--- config.mk ---
export PLATFORM = sky130hd
export DESIGN_NAME = oaht_ctrl
export DESIGN_NICKNAME = d
export VERILOG_FILES = /design/src/hw/rtl/oaht_pkg.sv /design/src/hw/rtl/oaht_ctrl.sv
export SDC_FILE = /design/constraint.sdc
export NUM_CORES = 1
export LEC_CHECK = 0
export BUFFER_PORTS_ARGS = -buffer_cell sky130_fd_sc_hd__buf_2
export CAP_MARGIN = 20
export CORE_AREA = 2 2 39 41
export CTS_CLUSTER_SIZE = 14
export DETAILED_ROUTE_END_ITERATION = 8
export DIE_AREA = 0 0 41 43
export SKIP_CTS_REPAIR_TIMING = 1
export SYNTH_ARGS = -nofsm -noshare
export SYNTH_HDL_FRONTEND = slang
export SYNTH_SLANG_ARGS = --single-unit
--- constraint.sdc ---
create_clock -name clk -period 1.46 [get_ports clk]
set_input_delay 0.073 -clock clk [delete_from_list [all_inputs] [get_ports clk]]
set_output_delay 0.073 -clock clk [all_outputs]
set_load 0.03 [all_outputs]
--- src/hw/rtl/oaht_pkg.sv ---
// Shared types and constants of the open-addressing hash table.
package oaht_pkg;

	localparam int SLOTS   = 1024;
	localparam int KEY_W   = 32;
	localparam int VALUE_W = 32;
	localparam int HASH_W  = 64;
	localparam int IDX_W   = $clog2(SLOTS);
	localparam int CNT_W   = IDX_W + 1;
	localparam int CFG_W   = 11;

	typedef enum logic [1:0] {
		CMD_INSERT = 2'd0,
		CMD_SEARCH = 2'd1,
		CMD_REMOVE = 2'd2,
		CMD_NOP    = 2'd3
	} op_t;

	typedef enum logic [2:0] {
		OC_NEW     = 3'd0,
		OC_PRESENT = 3'd1,
		OC_FOUND   = 3'd2,
		OC_REMOVED = 3'd3,
		OC_MISSING = 3'd4,
		OC_FULL    = 3'd5
	} outcome_t;

	typedef enum logic [1:0] {
		SS_EMPTY = 2'd0,
		SS_LIVE  = 2'd1,
		SS_TOMB  = 2'd2
	} slot_st_t;

	typedef enum logic [1:0] {
		PM_LINEAR    = 2'd0,
		PM_QUADRATIC = 2'd1,
		PM_DOUBLE    = 2'd2,
		PM_RESERVED  = 2'd3
	} pmode_t;

	typedef enum logic [0:0] {
		REG_PROBE_MODE = 1'b0,
		REG_TABLE_SIZE = 1'b1
	} reg_idx_t;

	typedef enum logic [2:0] {
		FS_CLEAR,
		FS_IDLE,
		FS_DIV,
		FS_ADDR,
		FS_CHECK,
		FS_FIN
	} fsm_t;

	typedef struct packed {
		logic [1:0]         cmd;
		logic [KEY_W-1:0]   key;
		logic [HASH_W-1:0]  hash;
		logic [VALUE_W-1:0] value;
	} in_t;

	typedef struct packed {
		logic [2:0]         outcome;
		logic [VALUE_W-1:0] result_value;
		logic [IDX_W-1:0]   slot_index;
		logic [CNT_W-1:0]   live_count;
		logic [CNT_W-1:0]   used_count;
	} out_t;

	typedef struct packed {
		logic     ld_in;
		logic     init;
		logic     advance;
		logic     wr_live;
		logic     wr_tomb;
		logic     set_res;
		outcome_t oc;
		logic     ld_out;
	} dp_cmd_t;

	typedef struct packed {
		logic     clr_done;
		logic     div_busy;
		op_t      op;
		slot_st_t rd_st;
		logic     key_eq;
		logic     last;
		logic     out_free;
	} dp_stat_t;

endpackage

--- src/hw/rtl/oaht_ctrl.sv ---
// Controller: sequences clearing, hashing, probing and result hand-off.
module oaht_ctrl (
	input  logic               clk,
	input  logic               arst_n,
	input  logic               in_valid,
	output logic               in_ready,
	input  logic [1:0]         in_cmd,
	input  oaht_pkg::dp_stat_t st,
	output oaht_pkg::dp_cmd_t  c
);

	oaht_pkg::fsm_t state_q, state_d;

	always_ff @(posedge clk or negedge arst_n) begin
		if (!arst_n) state_q <= oaht_pkg::FS_CLEAR;
		else state_q <= state_d;
	end

	always_comb begin
		state_d  = state_q;
		in_ready = 1'b0;
		c        = '0;
		c.oc     = oaht_pkg::OC_MISSING;
		case (state_q)
			oaht_pkg::FS_CLEAR: begin
				if (st.clr_done) state_d = oaht_pkg::FS_IDLE;
			end
			oaht_pkg::FS_IDLE: begin
				in_ready = 1'b1;
				if (in_valid) begin
					c.ld_in = 1'b1;
					state_d = (in_cmd == oaht_pkg::CMD_NOP) ?
						oaht_pkg::FS_FIN : oaht_pkg::FS_DIV;
				end
			end
			oaht_pkg::FS_DIV: begin
				if (!st.div_busy) begin
					c.init  = 1'b1;
					state_d = oaht_pkg::FS_ADDR;
				end
			end
			oaht_pkg::FS_ADDR: state_d = oaht_pkg::FS_CHECK;
			oaht_pkg::FS_CHECK: begin
				state_d = oaht_pkg::FS_FIN;
				if (st.op == oaht_pkg::CMD_INSERT) begin
					if (st.rd_st != oaht_pkg::SS_LIVE) begin
						c.wr_live = 1'b1;
						c.set_res = 1'b1;
						c.oc      = oaht_pkg::OC_NEW;
					end else if (st.key_eq) begin
						c.set_res = 1'b1;
						c.oc      = oaht_pkg::OC_PRESENT;
					end else if (st.last) begin
						c.set_res = 1'b1;
						c.oc      = oaht_pkg::OC_FULL;
					end else begin
						c.advance = 1'b1;
						state_d   = oaht_pkg::FS_ADDR;
					end
				end else begin
					if (st.rd_st == oaht_pkg::SS_EMPTY) begin
						state_d = oaht_pkg::FS_FIN;
					end else if (st.rd_st == oaht_pkg::SS_LIVE && st.key_eq) begin
						c.set_res = 1'b1;
						if (st.op == oaht_pkg::CMD_REMOVE) begin
							c.wr_tomb = 1'b1;
							c.oc      = oaht_pkg::OC_REMOVED;
						end else begin
							c.oc = oaht_pkg::OC_FOUND;
						end
					end else if (!st.last) begin
						// skip tombstones and other keys
						c.advance = 1'b1;
						state_d   = oaht_pkg::FS_ADDR;
					end
				end
			end
			oaht_pkg::FS_FIN: begin
				if (st.out_free) begin
					c.ld_out = 1'b1;
					state_d  = oaht_pkg::FS_IDLE;
				end
			end
			default: state_d = oaht_pkg::FS_IDLE;
		endcase
	end

endmodule

==> After elaboration in Yosys (flattened, before gate mapping) <==
Index checks and enable logic that the tools add are counted.
{ "word_totals": {"output_inout_bits": 11, "wordCells": 56, "regBits": 3, "inputBits": 14} }
{ "op_classes": {"mux": 37, "reduce_logical": 5, "eq_ne": 13} }
{ "op_table": {"columns": ["cell", "count"], "rows": [
  ["two-way mux 3 bit", 11],
  ["two-way mux 1 bit", 18],
  ["one-hot mux 3 bit (6 select lines)", 1],
  ["two-way mux 4 bit", 4],
  ["two-way mux 5 bit", 2],
  ["!= test 2 bit, second input constant", 4],
  ["two-way mux 7 bit", 1],
  ["equality test 3 x 2 -> 1 bit, second input constant", 2],
  ["equality test 3 bit, second input constant", 2],
  ["equality test 2 bit, second input constant", 2],
  ["logical NOT 2 bit", 2],
  ["AND reduction 4 bit", 1],
  ["equality test 3 x 1 -> 1 bit, second input constant", 1],
  ["logical NOT 3 bit", 1],
  ["equality test 2 x 1 -> 1 bit, second input constant", 1],
  ["!= test 2 x 1 -> 1 bit, second input constant", 1],
  ["logical AND 1 bit", 1]
]} }

==> Longest topological paths before layout <==
{ "logic_depth": {"word_depth": 6, "depth_mapped": 4, "mapped_depth_nobuf": 3} }

==> Worst setup path after synthesis <==
No wires, ideal clock.
{ "synth_timing": {"kind": "reg-to-output", "start": "register state_q[1]", "end": "output c[7] (netlist bit)", "path_stages_with_launch": 4, "arrival_time_ps": 1709, "path_buffers": 1, "t_required_ps": 1387, "slack_ps": -322, "path_cell_list": "dfrtp_1 clkbuf_1 or3_1 a211oi_1"} }
{ "synth_rtl": {"columns": ["element", "line", "text"], "rows": [
  ["start: declaration", "oaht_ctrl.sv:12", "oaht_pkg::fsm_t state_q, state_d;"],
  ["start signal: assignment", "oaht_ctrl.sv:15", "if (!arst_n) state_q <= oaht_pkg::FS_CLEAR;"],
  ["start signal: assignment", "oaht_ctrl.sv:16", "else state_q <= state_d;"],
  ["end: declaration", "oaht_ctrl.sv:9", "output oaht_pkg::dp_cmd_t c"]
]} }

==> results.toml <==
[power_and_ir_drop]
ir_worst_vdd_v = 0.0008785
power.density_nw_per_um2 = 1333
power_mw = 0.9790
p_leak_nw = 0.3236

[critical_path]
crit_family = "flip-flops"
critical_path_arrival_ns = 1.42
slowest_stage = "dfrtp_2"
critPathKind = "reg2out"
worst-path-max-fanout = 4
cp-end-kind = "output port"
crit_chain = "or3_4 > a211oi_2 > buf_4"
path_depth = 3
critical_path_buf_inv_count = 1
startpoint_type = "register"
critPathMaxStageDelay_ns = 0.43
required_ns = 1.39
reg2regPathDepth = 4

[floorplan]
io_pins = 25
die_w_um = 41
coreArea_um2 = 1384
start_util_pct = 30.20
dieArea_um2 = 1763
fp.dieH_um = 43
rows = 14

[finish]
regMostFlops = "state_q"
drive_above_1_share_pct = 60.92
fin_cells = 103
top_regs = "state_q x3"
fill_cells = 134
diodes = 0
finalNetCount = 102
largest_reg_flops = 3
synthToLayoutAreaGrowth_pct = 75.75

[min_path]
hp-class = "in2async"

[routing]
wl_per_cell_um = 11.13
avgViaCountPerCell = 5.117
firstDrtPassIters = 3
routed_wirelength_um = 1146
drcViolationCount = 0
drt_iter0_drc = 6
ant_nets = 0
vias = 527

[sta]
tightest_slew_ns = 0.3372
fmax_mhz = 668.7
slew_headroom_pct = 77.28
rsz0062_at_grt = "yes"
finalClockSkew_ns = 0.002256
setup_slack_ns = -0.03538
period_share_pct = 102.4
period_needed_ns = 1.495
hold_ws_ns = 0.1720
drv_slew = 0
hold_violations = 0
finalSetupViolations = 2

[clock_network]
clock_latency_ns = 0.23
cts-root-buf = "clkbuf_4"
numCtsBuffers = 3
htree_levels = 1
clk_pin_slew_ns = 0.04
clock_path_buffers = 2
cts.sinks = 3
cts_tree = "yes"

[outcome]
status = "complete, but fails checks"
violations = "setup timing"

[yosys]
yosysTopAreaCellShare_pct = 17.96
netlist_top_cells_area = "dfrtp_1, a211oi_1, nand2_1"
ys.flop_type = "dfrtp_1"
synthDistinctLibCells = 35
synth-seq-cells = 3
synthCells = 55
syn_area_um2 = 417.9
netlist.top_cell.by_area = "dfrtp_1"
async_flop_share_pct = 100.0
synth_edf_count = 0
avgSynthCellArea_um2 = 7.598
synthesis.nets = 69
yosysWarnings = 0
synth_commonest_cells = "nand2_1, nor2_1"
yosysSeqAreaShare_pct = 17.96

[global_route]
overflow = 0
grt_usage_pct = 13.60
grt_pass1_vias = 438
antenna_found_initial = 0
grt_pass1_wl_um = 1656
grt_max_degree = 13

[placement]
dp_slack_ns = 0.1054
dp_cells = 96
place_congestion = 0.7219
port_buffers = 24
dp_hpwl_um = 876.1

[flow_run]
cap_viol_max_count = 0
final cells by class:
| class | count | area (um2) | share of cell area, % |
|---|---|---|---|
| clock buffer | 4 | 26.28 | 3.578 |
| inverter | 2 | 7.507 | 1.022 |
| multi-input combinational | 47 | 397.9 | 54.17 |
| sequential | 3 | 76.32 | 10.39 |
| tap | 16 | 20.02 | 2.726 |
| timing repair buffer | 31 | 206.4 | 28.11 |
report_power, final:
part           total [mW]  internal (mW)  leakage (nW)  switching [mW]
Combinational       0.672          0.318         0.272           0.354
Clock               0.140          0.102        0.0150          0.0377
Sequential          0.168          0.123        0.0362          0.0441
Total               0.979          0.543         0.324           0.436
final timing paths:
path / from / to / slack, ns
max: state_q[0] / c[7] / -0.04
min reg2reg: state_q[2] / state_q[0] / 0.69
min in group clk: st[0] / state_q[2] / 0.21
min: arst_n / state_q[0] / 0.17
max in group asynchronous: arst_n / state_q[0] / 1.17
max reg2reg: state_q[0] / state_q[2] / 0.03
stage by stage:
| step | cell area (um2) | TNS, ns | util, % |
|---|---|---|---|
| final | 734.5 | -0.06174 | 53.07 |
| after global routing | 734.5 | -0.2335 | 53.07 |
| after CTS | 626.9 | -0.4665 | 45.30 |
| after detailed placement | 600.6 | 0 | 43.40 |
| after global placement | 600.6 | 0 | 43.40 |
| after floorplan | 444.2 | -0.5149 | - |
layout by cell type, fill, tap and decap left out, types with 3 or more instances in the layout:
cell type / n
clkbuf_4: 3
o21ai_0: 3
buf_4: 11
buf_2: 16
nand2_1: 4
buf_6: 3
nor2_1: 5
metal layers:
metal | wire (um) | part of all wire [%] | GRT usage (%) | up-vias
met3 | 15 | 1.3 | 3.141 | 0
met1 | 511 | 45 | 17.21 | 246
li1 | - | - | - | 276
met4 | 0 | 0 | 6.000 | 0
met2 | 619 | 54 | 20.94 | 5
met5 | 0 | 0 | 0 | -
worst register-to-register path, delay by kind of cell (launching register included):
family	cells	cell delay (ns)
buf+inv	1	0.15
compound gates	2	0.46
flops	1	0.43
simple gates	1	0.26
logic make-up (layout without fill, tap and decap cells):
group	Yosys count	in the layout	share of synthesized area (%)
buffers and inverters	5	37	5.090
AND/OR/NAND/NOR	27	27	39.83
multiplexers	1	1	2.694
AO/OA/AOI/OAI	19	19	34.43
flip-flops	3	3	17.96
(Power assumes the default switching activity.)
